==> src/rtl/upd_pkg.sv <==
`default_nettype none
package upd_pkg;

    localparam logic [7:0] CH_PLUS    = 8'h2B;
    localparam logic [7:0] CH_PERCENT = 8'h25;
    localparam logic [7:0] CH_SPACE   = 8'h20;

    localparam int QUEUE_DEPTH = 4;
    localparam int QPTR_W      = $clog2(QUEUE_DEPTH);

    // Pending escape state
    localparam logic [1:0] PEND_NONE    = 2'd0;
    localparam logic [1:0] PEND_PERCENT = 2'd1;
    localparam logic [1:0] PEND_DIGIT   = 2'd2;

    // One decoded group: up to three bytes, emitted from index 0 upward
    typedef struct packed {
        logic [2:0][7:0] data;
        logic [1:0]      count;
        logic            last;
    } cmd_t;

    function automatic logic is_hex(input logic [7:0] c);
        is_hex = (c >= 8'h30 && c <= 8'h39) || (c >= 8'h41 && c <= 8'h46) ||
                 (c >= 8'h61 && c <= 8'h66);
    endfunction

    function automatic logic [3:0] hex_value(input logic [7:0] c);
        logic [7:0] v;
        v = 8'h00;
        if (c >= 8'h30 && c <= 8'h39)
            v = c - 8'h30;
        else if (c >= 8'h41 && c <= 8'h46)
            v = c - 8'h41 + 8'd10;
        else if (c >= 8'h61 && c <= 8'h66)
            v = c - 8'h61 + 8'd10;
        hex_value = v[3:0];
    endfunction

endpackage
`default_nettype wire

==> src/rtl/upd_if.sv <==
`default_nettype none
interface upd_in_if;
    logic       valid;
    logic       ready;
    logic [7:0] in_byte;
    logic       in_last;

    modport source (output valid, output in_byte, output in_last, input ready);
    modport sink   (input valid, input in_byte, input in_last, output ready);
endinterface

interface upd_out_if;
    logic       valid;
    logic       ready;
    logic [7:0] out_byte;
    logic       out_last;

    modport source (output valid, output out_byte, output out_last, input ready);
    modport sink   (input valid, input out_byte, input out_last, output ready);
endinterface
`default_nettype wire

==> src/rtl/upd_front.sv <==
`default_nettype none
module upd_front (
    input  wire logic         clk,
    input  wire logic         rst_n,
    upd_in_if.sink            rx,
    output upd_pkg::cmd_t     cmd,
    output logic              push,
    input  wire logic         full
);

    logic [1:0] pend_reg;
    logic [1:0] pend_next;
    logic [7:0] held_reg;
    logic [7:0] held_next;
    logic       accept;
    logic       hex;
    logic       do_plain;
    logic [1:0] n;
    logic [2:0][7:0] bytes;

    assign rx.ready = !full;
    assign accept   = rx.valid && !full;
    assign hex      = upd_pkg::is_hex(rx.in_byte);

    always_comb
    begin
        n         = 2'd0;
        bytes     = '0;
        pend_next = upd_pkg::PEND_NONE;
        held_next = held_reg;
        do_plain  = 1'b0;

        case (pend_reg)
            upd_pkg::PEND_PERCENT:
            begin
                if (hex)
                begin
                    pend_next = upd_pkg::PEND_DIGIT;
                    held_next = rx.in_byte;
                end
                else
                begin
                    bytes[n] = upd_pkg::CH_PERCENT;
                    n        = n + 2'd1;
                    do_plain = 1'b1;
                end
            end
            upd_pkg::PEND_DIGIT:
            begin
                held_next = 8'h00;
                if (hex)
                begin
                    bytes[n] = {upd_pkg::hex_value(held_reg), upd_pkg::hex_value(rx.in_byte)};
                    n        = n + 2'd1;
                end
                else
                begin
                    bytes[n] = upd_pkg::CH_PERCENT;
                    n        = n + 2'd1;
                    bytes[n] = held_reg;
                    n        = n + 2'd1;
                    do_plain = 1'b1;
                end
            end
            default:
            begin
                do_plain = 1'b1;
            end
        endcase

        if (do_plain)
        begin
            if (rx.in_byte == upd_pkg::CH_PLUS)
            begin
                bytes[n] = upd_pkg::CH_SPACE;
                n        = n + 2'd1;
            end
            else if (rx.in_byte == upd_pkg::CH_PERCENT)
            begin
                pend_next = upd_pkg::PEND_PERCENT;
            end
            else
            begin
                bytes[n] = rx.in_byte;
                n        = n + 2'd1;
            end
        end

        // Flush whatever is still held at end of string
        if (rx.in_last)
        begin
            if (pend_next == upd_pkg::PEND_PERCENT)
            begin
                bytes[n] = upd_pkg::CH_PERCENT;
                n        = n + 2'd1;
            end
            else if (pend_next == upd_pkg::PEND_DIGIT)
            begin
                bytes[n] = upd_pkg::CH_PERCENT;
                n        = n + 2'd1;
                bytes[n] = held_next;
                n        = n + 2'd1;
            end
            pend_next = upd_pkg::PEND_NONE;
            held_next = 8'h00;
        end
    end

    assign cmd.data  = bytes;
    assign cmd.count = n;
    assign cmd.last  = rx.in_last;
    assign push      = accept && (n != 2'd0);

    always_ff @(posedge clk or negedge rst_n)
    begin
        if (!rst_n)
        begin
            pend_reg <= upd_pkg::PEND_NONE;
            held_reg <= 8'h00;
        end
        else if (accept)
        begin
            pend_reg <= pend_next;
            held_reg <= held_next;
        end
    end

endmodule
`default_nettype wire

==> src/rtl/upd_queue.sv <==
`default_nettype none
module upd_queue (
    input  wire logic          clk,
    input  wire logic          rst_n,
    input  wire logic          push,
    input  wire upd_pkg::cmd_t push_cmd,
    output logic               full,
    input  wire logic          pop,
    output upd_pkg::cmd_t      head,
    output logic               empty
);

    upd_pkg::cmd_t                  mem_reg [upd_pkg::QUEUE_DEPTH];
    logic [upd_pkg::QPTR_W-1:0]     wr_ptr_reg;
    logic [upd_pkg::QPTR_W-1:0]     rd_ptr_reg;
    logic [upd_pkg::QPTR_W:0]       fill_reg;
    logic                           do_push;
    logic                           do_pop;

    assign full    = (fill_reg == (upd_pkg::QPTR_W+1)'(upd_pkg::QUEUE_DEPTH));
    assign empty   = (fill_reg == '0);
    assign do_push = push && !full;
    assign do_pop  = pop && !empty;
    assign head    = mem_reg[rd_ptr_reg];

    always_ff @(posedge clk)
    begin
        if (do_push)
            mem_reg[wr_ptr_reg] <= push_cmd;
    end

    always_ff @(posedge clk or negedge rst_n)
    begin
        if (!rst_n)
        begin
            wr_ptr_reg <= '0;
            rd_ptr_reg <= '0;
            fill_reg   <= '0;
        end
        else
        begin
            if (do_push)
                wr_ptr_reg <= wr_ptr_reg + 1'b1;
            if (do_pop)
                rd_ptr_reg <= rd_ptr_reg + 1'b1;
            if (do_push && !do_pop)
                fill_reg <= fill_reg + 1'b1;
            else if (do_pop && !do_push)
                fill_reg <= fill_reg - 1'b1;
        end
    end

endmodule
`default_nettype wire

==> src/rtl/upd_back.sv <==
`default_nettype none
module upd_back (
    input  wire logic          clk,
    input  wire logic          rst_n,
    input  wire upd_pkg::cmd_t head,
    input  wire logic          empty,
    output logic               pop,
    upd_out_if.source          tx
);

    logic       valid_reg;
    logic [7:0] byte_reg;
    logic       last_reg;
    logic [1:0] idx_reg;
    logic [1:0] idx_next;
    logic       load;
    logic       final_byte;

    assign load       = !empty && (!valid_reg || tx.ready);
    assign final_byte = (idx_reg == head.count - 2'd1);
    assign pop        = load && final_byte;
    assign idx_next   = final_byte ? 2'd0 : idx_reg + 2'd1;

    assign tx.valid    = valid_reg;
    assign tx.out_byte = byte_reg;
    assign tx.out_last = last_reg;

    always_ff @(posedge clk)
    begin
        if (load)
        begin
            byte_reg <= head.data[idx_reg];
            last_reg <= head.last && final_byte;
        end
    end

    always_ff @(posedge clk or negedge rst_n)
    begin
        if (!rst_n)
        begin
            valid_reg <= 1'b0;
            idx_reg   <= 2'd0;
        end
        else
        begin
            if (load)
            begin
                valid_reg <= 1'b1;
                idx_reg   <= idx_next;
            end
            else if (tx.ready)
            begin
                valid_reg <= 1'b0;
            end
        end
    end

endmodule
`default_nettype wire

==> src/rtl/url_percent_decoder_top.sv <==
// Form-urlencoded percent decoder.
// rx carries one raw byte per transaction (in_byte) with in_last marking the
// final byte of a string. tx carries decoded bytes (out_byte) with out_last on
// the final decoded byte of a string. Both channels transfer on valid && ready.
// A plus becomes a space; a percent sign plus two hex digits becomes one byte.
// Broken or truncated escapes pass through unchanged.
// Each rx transaction that yields bytes writes its group into the queue; the back
// end registers those bytes from the queue head into the output register.
// Throughput: one rx transaction per cycle while each yields at most one byte;
// a broken escape yields up to three bytes, drained at one tx byte per cycle
// while tx is ready, so rx stalls only once the four-entry group queue fills.
// The front end holds the escape state and classifies each byte into a group;
// the queue decouples it from the back end, which owns the output register.
// Reset clears the escape state, empties the queue and drops tx valid.
// When the receiver holds tx ready low, the output register holds its byte,
// the queue fills, and then rx ready drops until room frees up.
`default_nettype none
module url_percent_decoder_top (
    input  wire logic clk,
    input  wire logic rst_n,
    upd_in_if.sink    rx,
    upd_out_if.source tx
);

    upd_pkg::cmd_t cmd;
    upd_pkg::cmd_t head;
    logic          push;
    logic          full;
    logic          pop;
    logic          empty;

    // Classify each accepted byte and track the open escape
    upd_front u_front (
        .clk   (clk),
        .rst_n (rst_n),
        .rx    (rx),
        .cmd   (cmd),
        .push  (push),
        .full  (full)
    );

    // Hold decoded groups between front and back
    upd_queue u_queue (
        .clk      (clk),
        .rst_n    (rst_n),
        .push     (push),
        .push_cmd (cmd),
        .full     (full),
        .pop      (pop),
        .head     (head),
        .empty    (empty)
    );

    // Emit group bytes one per cycle into the output register while it is free or tx is ready
    upd_back u_back (
        .clk   (clk),
        .rst_n (rst_n),
        .head  (head),
        .empty (empty),
        .pop   (pop),
        .tx    (tx)
    );

endmodule
`default_nettype wire

==> src/flat_wrapper.sv <==
// flat-port wrapper written by rule: the top's interface ports become plain ports
module url_percent_decoder_top_flat 
  (clk, rst_n, rx_valid, rx_in_byte, rx_in_last, rx_ready, tx_valid, tx_out_byte, tx_out_last, tx_ready);
  upd_in_if rx_i ();
  upd_out_if tx_i ();
  input  wire logic clk;
  input  wire logic rst_n;
  input wire logic [$bits(rx_i.valid)-1:0] rx_valid;
  input wire logic [$bits(rx_i.in_byte)-1:0] rx_in_byte;
  input wire logic [$bits(rx_i.in_last)-1:0] rx_in_last;
  output wire logic [$bits(rx_i.ready)-1:0] rx_ready;
  output wire logic [$bits(tx_i.valid)-1:0] tx_valid;
  output wire logic [$bits(tx_i.out_byte)-1:0] tx_out_byte;
  output wire logic [$bits(tx_i.out_last)-1:0] tx_out_last;
  input wire logic [$bits(tx_i.ready)-1:0] tx_ready;
  assign rx_i.valid = rx_valid;
  assign rx_i.in_byte = rx_in_byte;
  assign rx_i.in_last = rx_in_last;
  assign rx_ready = rx_i.ready;
  assign tx_valid = tx_i.valid;
  assign tx_out_byte = tx_i.out_byte;
  assign tx_out_last = tx_i.out_last;
  assign tx_i.ready = tx_ready;
  url_percent_decoder_top u_core (.clk(clk), .rst_n(rst_n), .rx(rx_i), .tx(tx_i));
endmodule
==> config.mk <==
export PLATFORM = sky130hd
export DESIGN_NAME = url_percent_decoder_top_flat
export DESIGN_NICKNAME = d
export VERILOG_FILES = /design/src/rtl/upd_pkg.sv /design/src/rtl/upd_if.sv /design/src/rtl/upd_front.sv /design/src/rtl/upd_queue.sv /design/src/rtl/upd_back.sv /design/src/rtl/url_percent_decoder_top.sv /design/src/flat_wrapper.sv
export SDC_FILE = /design/constraint.sdc
export NUM_CORES = 1
export LEC_CHECK = 0
export BUFFER_PORTS_ARGS = -buffer_cell sky130_fd_sc_hd__clkbuf_2
export CAP_MARGIN = 30
export CORE_AREA = 8 8 162 164
export CTS_CLUSTER_DIAMETER = 60
export DETAILED_ROUTE_END_ITERATION = 10
export DIE_AREA = 0 0 170 172
export PLACE_DENSITY = 0.49
export SYNTH_ARGS = -nofsm -noshare
export SYNTH_HDL_FRONTEND = slang
export SYNTH_HIERARCHICAL = 1
export SYNTH_SLANG_ARGS = --single-unit
==> constraint.sdc <==
create_clock -name clk -period 4.28 [get_ports clk]
set_input_delay 0.856 -clock clk [delete_from_list [all_inputs] [get_ports clk]]
set_output_delay 0.856 -clock clk [all_outputs]
set_load 0.02 [all_outputs]
==> impl_metrics.py <==
metrics = {
    "setup_path": {
        "path_max_fanout": 4,
        "r2r_start": "u_core/u_front/pend_reg[0]$_DFFE_PN0P_",
        "r2r-end": "u_core/u_queue/fill_reg[1]$_DFFE_PN0P_",
        "cp_cell_sequence": "buf_8 > inv_8 > ha_4 > o21bai_4 > a221o_1 > nor2_4 > a21oi_2 > ha_1 > nor2_2 > a211oi_2 > inv_2 > ha_4 > o32ai_4 > nand3_1 > a32o_1 > nor2b_4 > ha_4 > inv_2 > fa_1 > mux2_4",
        "critPathSlowestCell": "fa_1",
        "critical_path_arrival_ns": 4.52,
        "slowest_delay_ns": 0.41,
        "critPathTopFamily": "compound AO/OA/AOI/OAI gates",
        "startpoint_type": "input pin",
        "regToRegSetupSlack_ns": 0.43,
        "end_kind": "flop",
        "reg2reg_depth": 17,
        "crit_end": "u_core/u_queue/fill_reg[1]$_DFFE_PN0P_",
        "critPathBufInv": 4,
        "cp.required_ns": 4.58,
        "path_depth": 20,
        "startpoint": "rx_in_byte[1]",
        "crit_type": "input pin to flop",
        "crit_top_cell": "ha_4",
    },
    "sta": {
        "fmax_mhz": 237,
        "period_share_pct": 98.5,
        "slew_headroom_pct": 33.1,
        "tightest_slew_ns": 0.978,
        "setup_slack_ns": 0.0632,
        "setup_viol": 0,
        "period_minus_slack_ns": 4.22,
        "hold_ws_ns": 0.438,
        "drv_slew": 0,
        "rsz0062_at_grt": "yes",
        "hold_violations": 0,
        "finalClockSkew_ns": 0.0119,
    },
    "synth": {
        "synth-async-reset-ratio_pct": 14.6,
        "yosys_most_used_dff": "edfxtp_1",
        "ys_types": 76,
        "syn_area_sq_um": 6980,
        "yosys_warnings": 6,
        "synth_edf_count": 117,
        "syn_area_per_cell_sq_um": 13.5,
        "syn-num-nets": 551,
        "ys_ff_latch": 137,
        "synth-seq-area-share_pct": 57.5,
        "syn_inst": 515,
    },
    "layout": {
        "synthToLayoutAreaGrowth_pct": 25.7,
        "drive_above_1_share_pct": 32.2,
        "diodes": 0,
        "nets": 647,
        "largest_reg_flops": 108,
    },
    "route": {
        "ant_nets": 0,
        "avgRoutedWirePerCell_um": 19.4,
        "via_per_inst": 5.05,
        "drc": 0,
        "firstDrtPassIters": 5,
        "dr_total_vias": 4786,
        "wl_met1_mm": 8.06,
        "first_iter_violations": 539,
        "routed.top_layer": "met4",
        "dr_wl_met2_mm": 8.89,
        "wl_mm": 18.3,
        "wl_met3_um": 866,
    },
    "clock_network": {
        "hold_buffers": 0,
        "clkLatencyLatePin_ns": 0.42,
        "cts_inserted_buffers": 17,
        "h-tree-depth": 4,
        "cts_tree": "built",
        "cts.root.buffer_cell": "clkbuf_16",
        "clk_pin_slew_worst_paths_ns": 0.06,
        "clockBufferDepth": 2,
        "cts_sinks": 137,
    },
    "floorplanning": {
        "die_h_um": 172,
        "io_pins": 24,
        "rows": 57,
        "core-area_sq_um": 23800,
        "fp.dieArea_sq_um": 29200,
        "die_width_um": 170,
        "start_util_pct": 29.3,
    },
    "flow_run": {
        "cap_violations": 0,
    },
    "hold_path": {
        "hp-class": "input pin to async pin",
    },
    "place": {
        "port_buffers": 23,
        "hpwl_mm": 13.2,
        "gp_congestion": 0.964,
        "pre_cts_slack_ns": -0.387,
    },
    "pwr": {
        "power.leakage_uw": 0.00317,
        "report.power.total_uw": 4730,
        "p_per_area_nw_per_um2": 539,
        "irDropWorstVdd_v": 0.000307,
    },
    "grt": {
        "antenna_found_initial": 0,
        "grt_max_degree": 28,
        "grt.total_usage_pct": 12.8,
        "overflow": 0,
        "grt_pass1_wl_mm": 28.3,
        "grt_pass1_vias": 4905,
    },
    "outcome": {
        "status": "finished, final reports clean",
    },
}
## where the power goes
part / switching, uW / total [uW] / leakage [uW] / internal [uW]
Combinational: 764 / 1420 / 0.00156 / 658
Sequential: 83.1 / 1860 / 0.00132 / 1780
Clock: 539 / 1440 / 0.000283 / 904
Total: 1390 / 4730 / 0.00317 / 3340
## cell families (layout without fill, tap and decap cells)
kind of cell	after synthesis	in the layout	share of synthesized area, %
muxes	42	42	11.1
and+or+nand+nor	127	127	10.2
xor gates and xnor gates	10	10	1.26
DFF	137	137	57.5
adders and majority gates	23	23	4.23
AOI/OAI and AO/OA	123	123	12.2
buffers and inverters	53	162	3.52
## metrics by stage
| stage | setup TNS, ns | instances | area, sq um | utilization [%] |
|---|---|---|---|---|
| floorplan | -4.74 | 515 | 7090 | - |
| global placement | -12.40 | 911 | 8090 | 33.9 |
| detailed placement | -26.04 | 911 | 8090 | 33.9 |
| CTS | 0 | 943 | 8670 | 36.4 |
| global route | -0.0943 | 948 | 8770 | 36.8 |
| finish | 0 | 948 | 8770 | 36.8 |
## worst reg2reg max path, cell delays in order, from the launching register on
cell,delay [ns]
dfrtp_1,0.38
inv_1,0.05
ha_1,0.30
inv_1,0.16
nand3_1,0.16
ha_1,0.36
nor2_2,0.06
a211oi_2,0.25
inv_2,0.11
ha_4,0.19
o32ai_4,0.28
nand3_1,0.10
a32o_1,0.29
nor2b_4,0.14
ha_4,0.17
inv_2,0.05
fa_1,0.41
mux2_4,0.28
## layout by cell type, fill, tap and decap left out, types with 6 or more instances in the layout
cell type / netlist / final
a21oi_1: 14 / 13
a22oi_1: 14 / 14
buf_4: 3 / 76
clkbuf_16: 0 / 17
clkbuf_2: 1 / 21
dfrtp_1: 20 / 19
edfxtp_1: 117 / 117
ha_1: 22 / 17
inv_1: 26 / 22
mux2i_1: 9 / 9
mux4_2: 26 / 26
nand2_1: 35 / 35
nand2b_1: 6 / 6
nand3_1: 13 / 13
nand4_1: 8 / 8
nor2_1: 20 / 18
o21ai_0: 24 / 24
o22ai_1: 15 / 14
xnor2_1: 6 / 6
## layer usage
layer | vias up | GRT usage (%)
met3 | 39 | 2.72
met1 | 2381 | 15.9
met4 | 0 | 6.37
met5 | - | 0
li1 | 2204 | -
met2 | 162 | 21.1
## cell usage after synthesis, drive strengths merged (6+ instances only)
master,number,share of area [%]
edfxtp,117,50
nand2,36,2.0
o21ai,29,2.1
mux4,27,8.8
inv,26,1.4
ha,22,3.9
nor2,21,1.2
dfrtp,20,7.2
a21oi,15,1.1
buf,15,1.5
nand3,15,1.2
o22ai,15,1.3
a22oi,14,1.5
clkbuf,12,0.66
mux2i,9,1.3
and2,8,0.72
nand4,8,0.72
mux2,6,1.0
nand2b,6,0.54
nor3,6,0.66
xnor2,6,0.75
## cell type report
cell class / instances / area [sq um]
Fill cell: 2312 / 15000
Multi-Input combinational cell: 325 / 2860
Sequential cell: 137 / 4020
Timing Repair Buffer: 104 / 802
Tap cell: 324 / 405
Clock buffer: 17 / 425
Clock inverter: 15 / 158
Inverter: 26 / 108
## worst min path at each step
stage / cells past startpoint / to / startpoint / slack (ns)
2_1_floorplan: 1 / u_core/u_queue/fill_reg[2]$_DFFE_PN0P_ / u_core/u_queue/fill_reg[2]$_DFFE_PN0P_ / 0.45
3_3_place_gp: 1 / u_core/u_queue/fill_reg[2]$_DFFE_PN0P_ / u_core/u_queue/fill_reg[2]$_DFFE_PN0P_ / 0.46
3_5_place_dp: 1 / u_core/u_queue/fill_reg[2]$_DFFE_PN0P_ / u_core/u_queue/fill_reg[2]$_DFFE_PN0P_ / 0.50
4_1_cts: 1 / u_core/u_back/idx_reg[1]$_DFFE_PN0P_ / rst_n / 0.46
5_1_grt: 1 / u_core/u_back/idx_reg[1]$_DFFE_PN0P_ / rst_n / 0.47
6_report: 1 / u_core/u_back/idx_reg[1]$_DFFE_PN0P_ / rst_n / 0.44
## timing repair
action | in CTS | in global routing
setup buffers | 0 | 5
resized for setup | 0 | 18
endpoints found under the setup margin | 0 | 6
No activity file was read; power rests on OpenSTA's default activity.
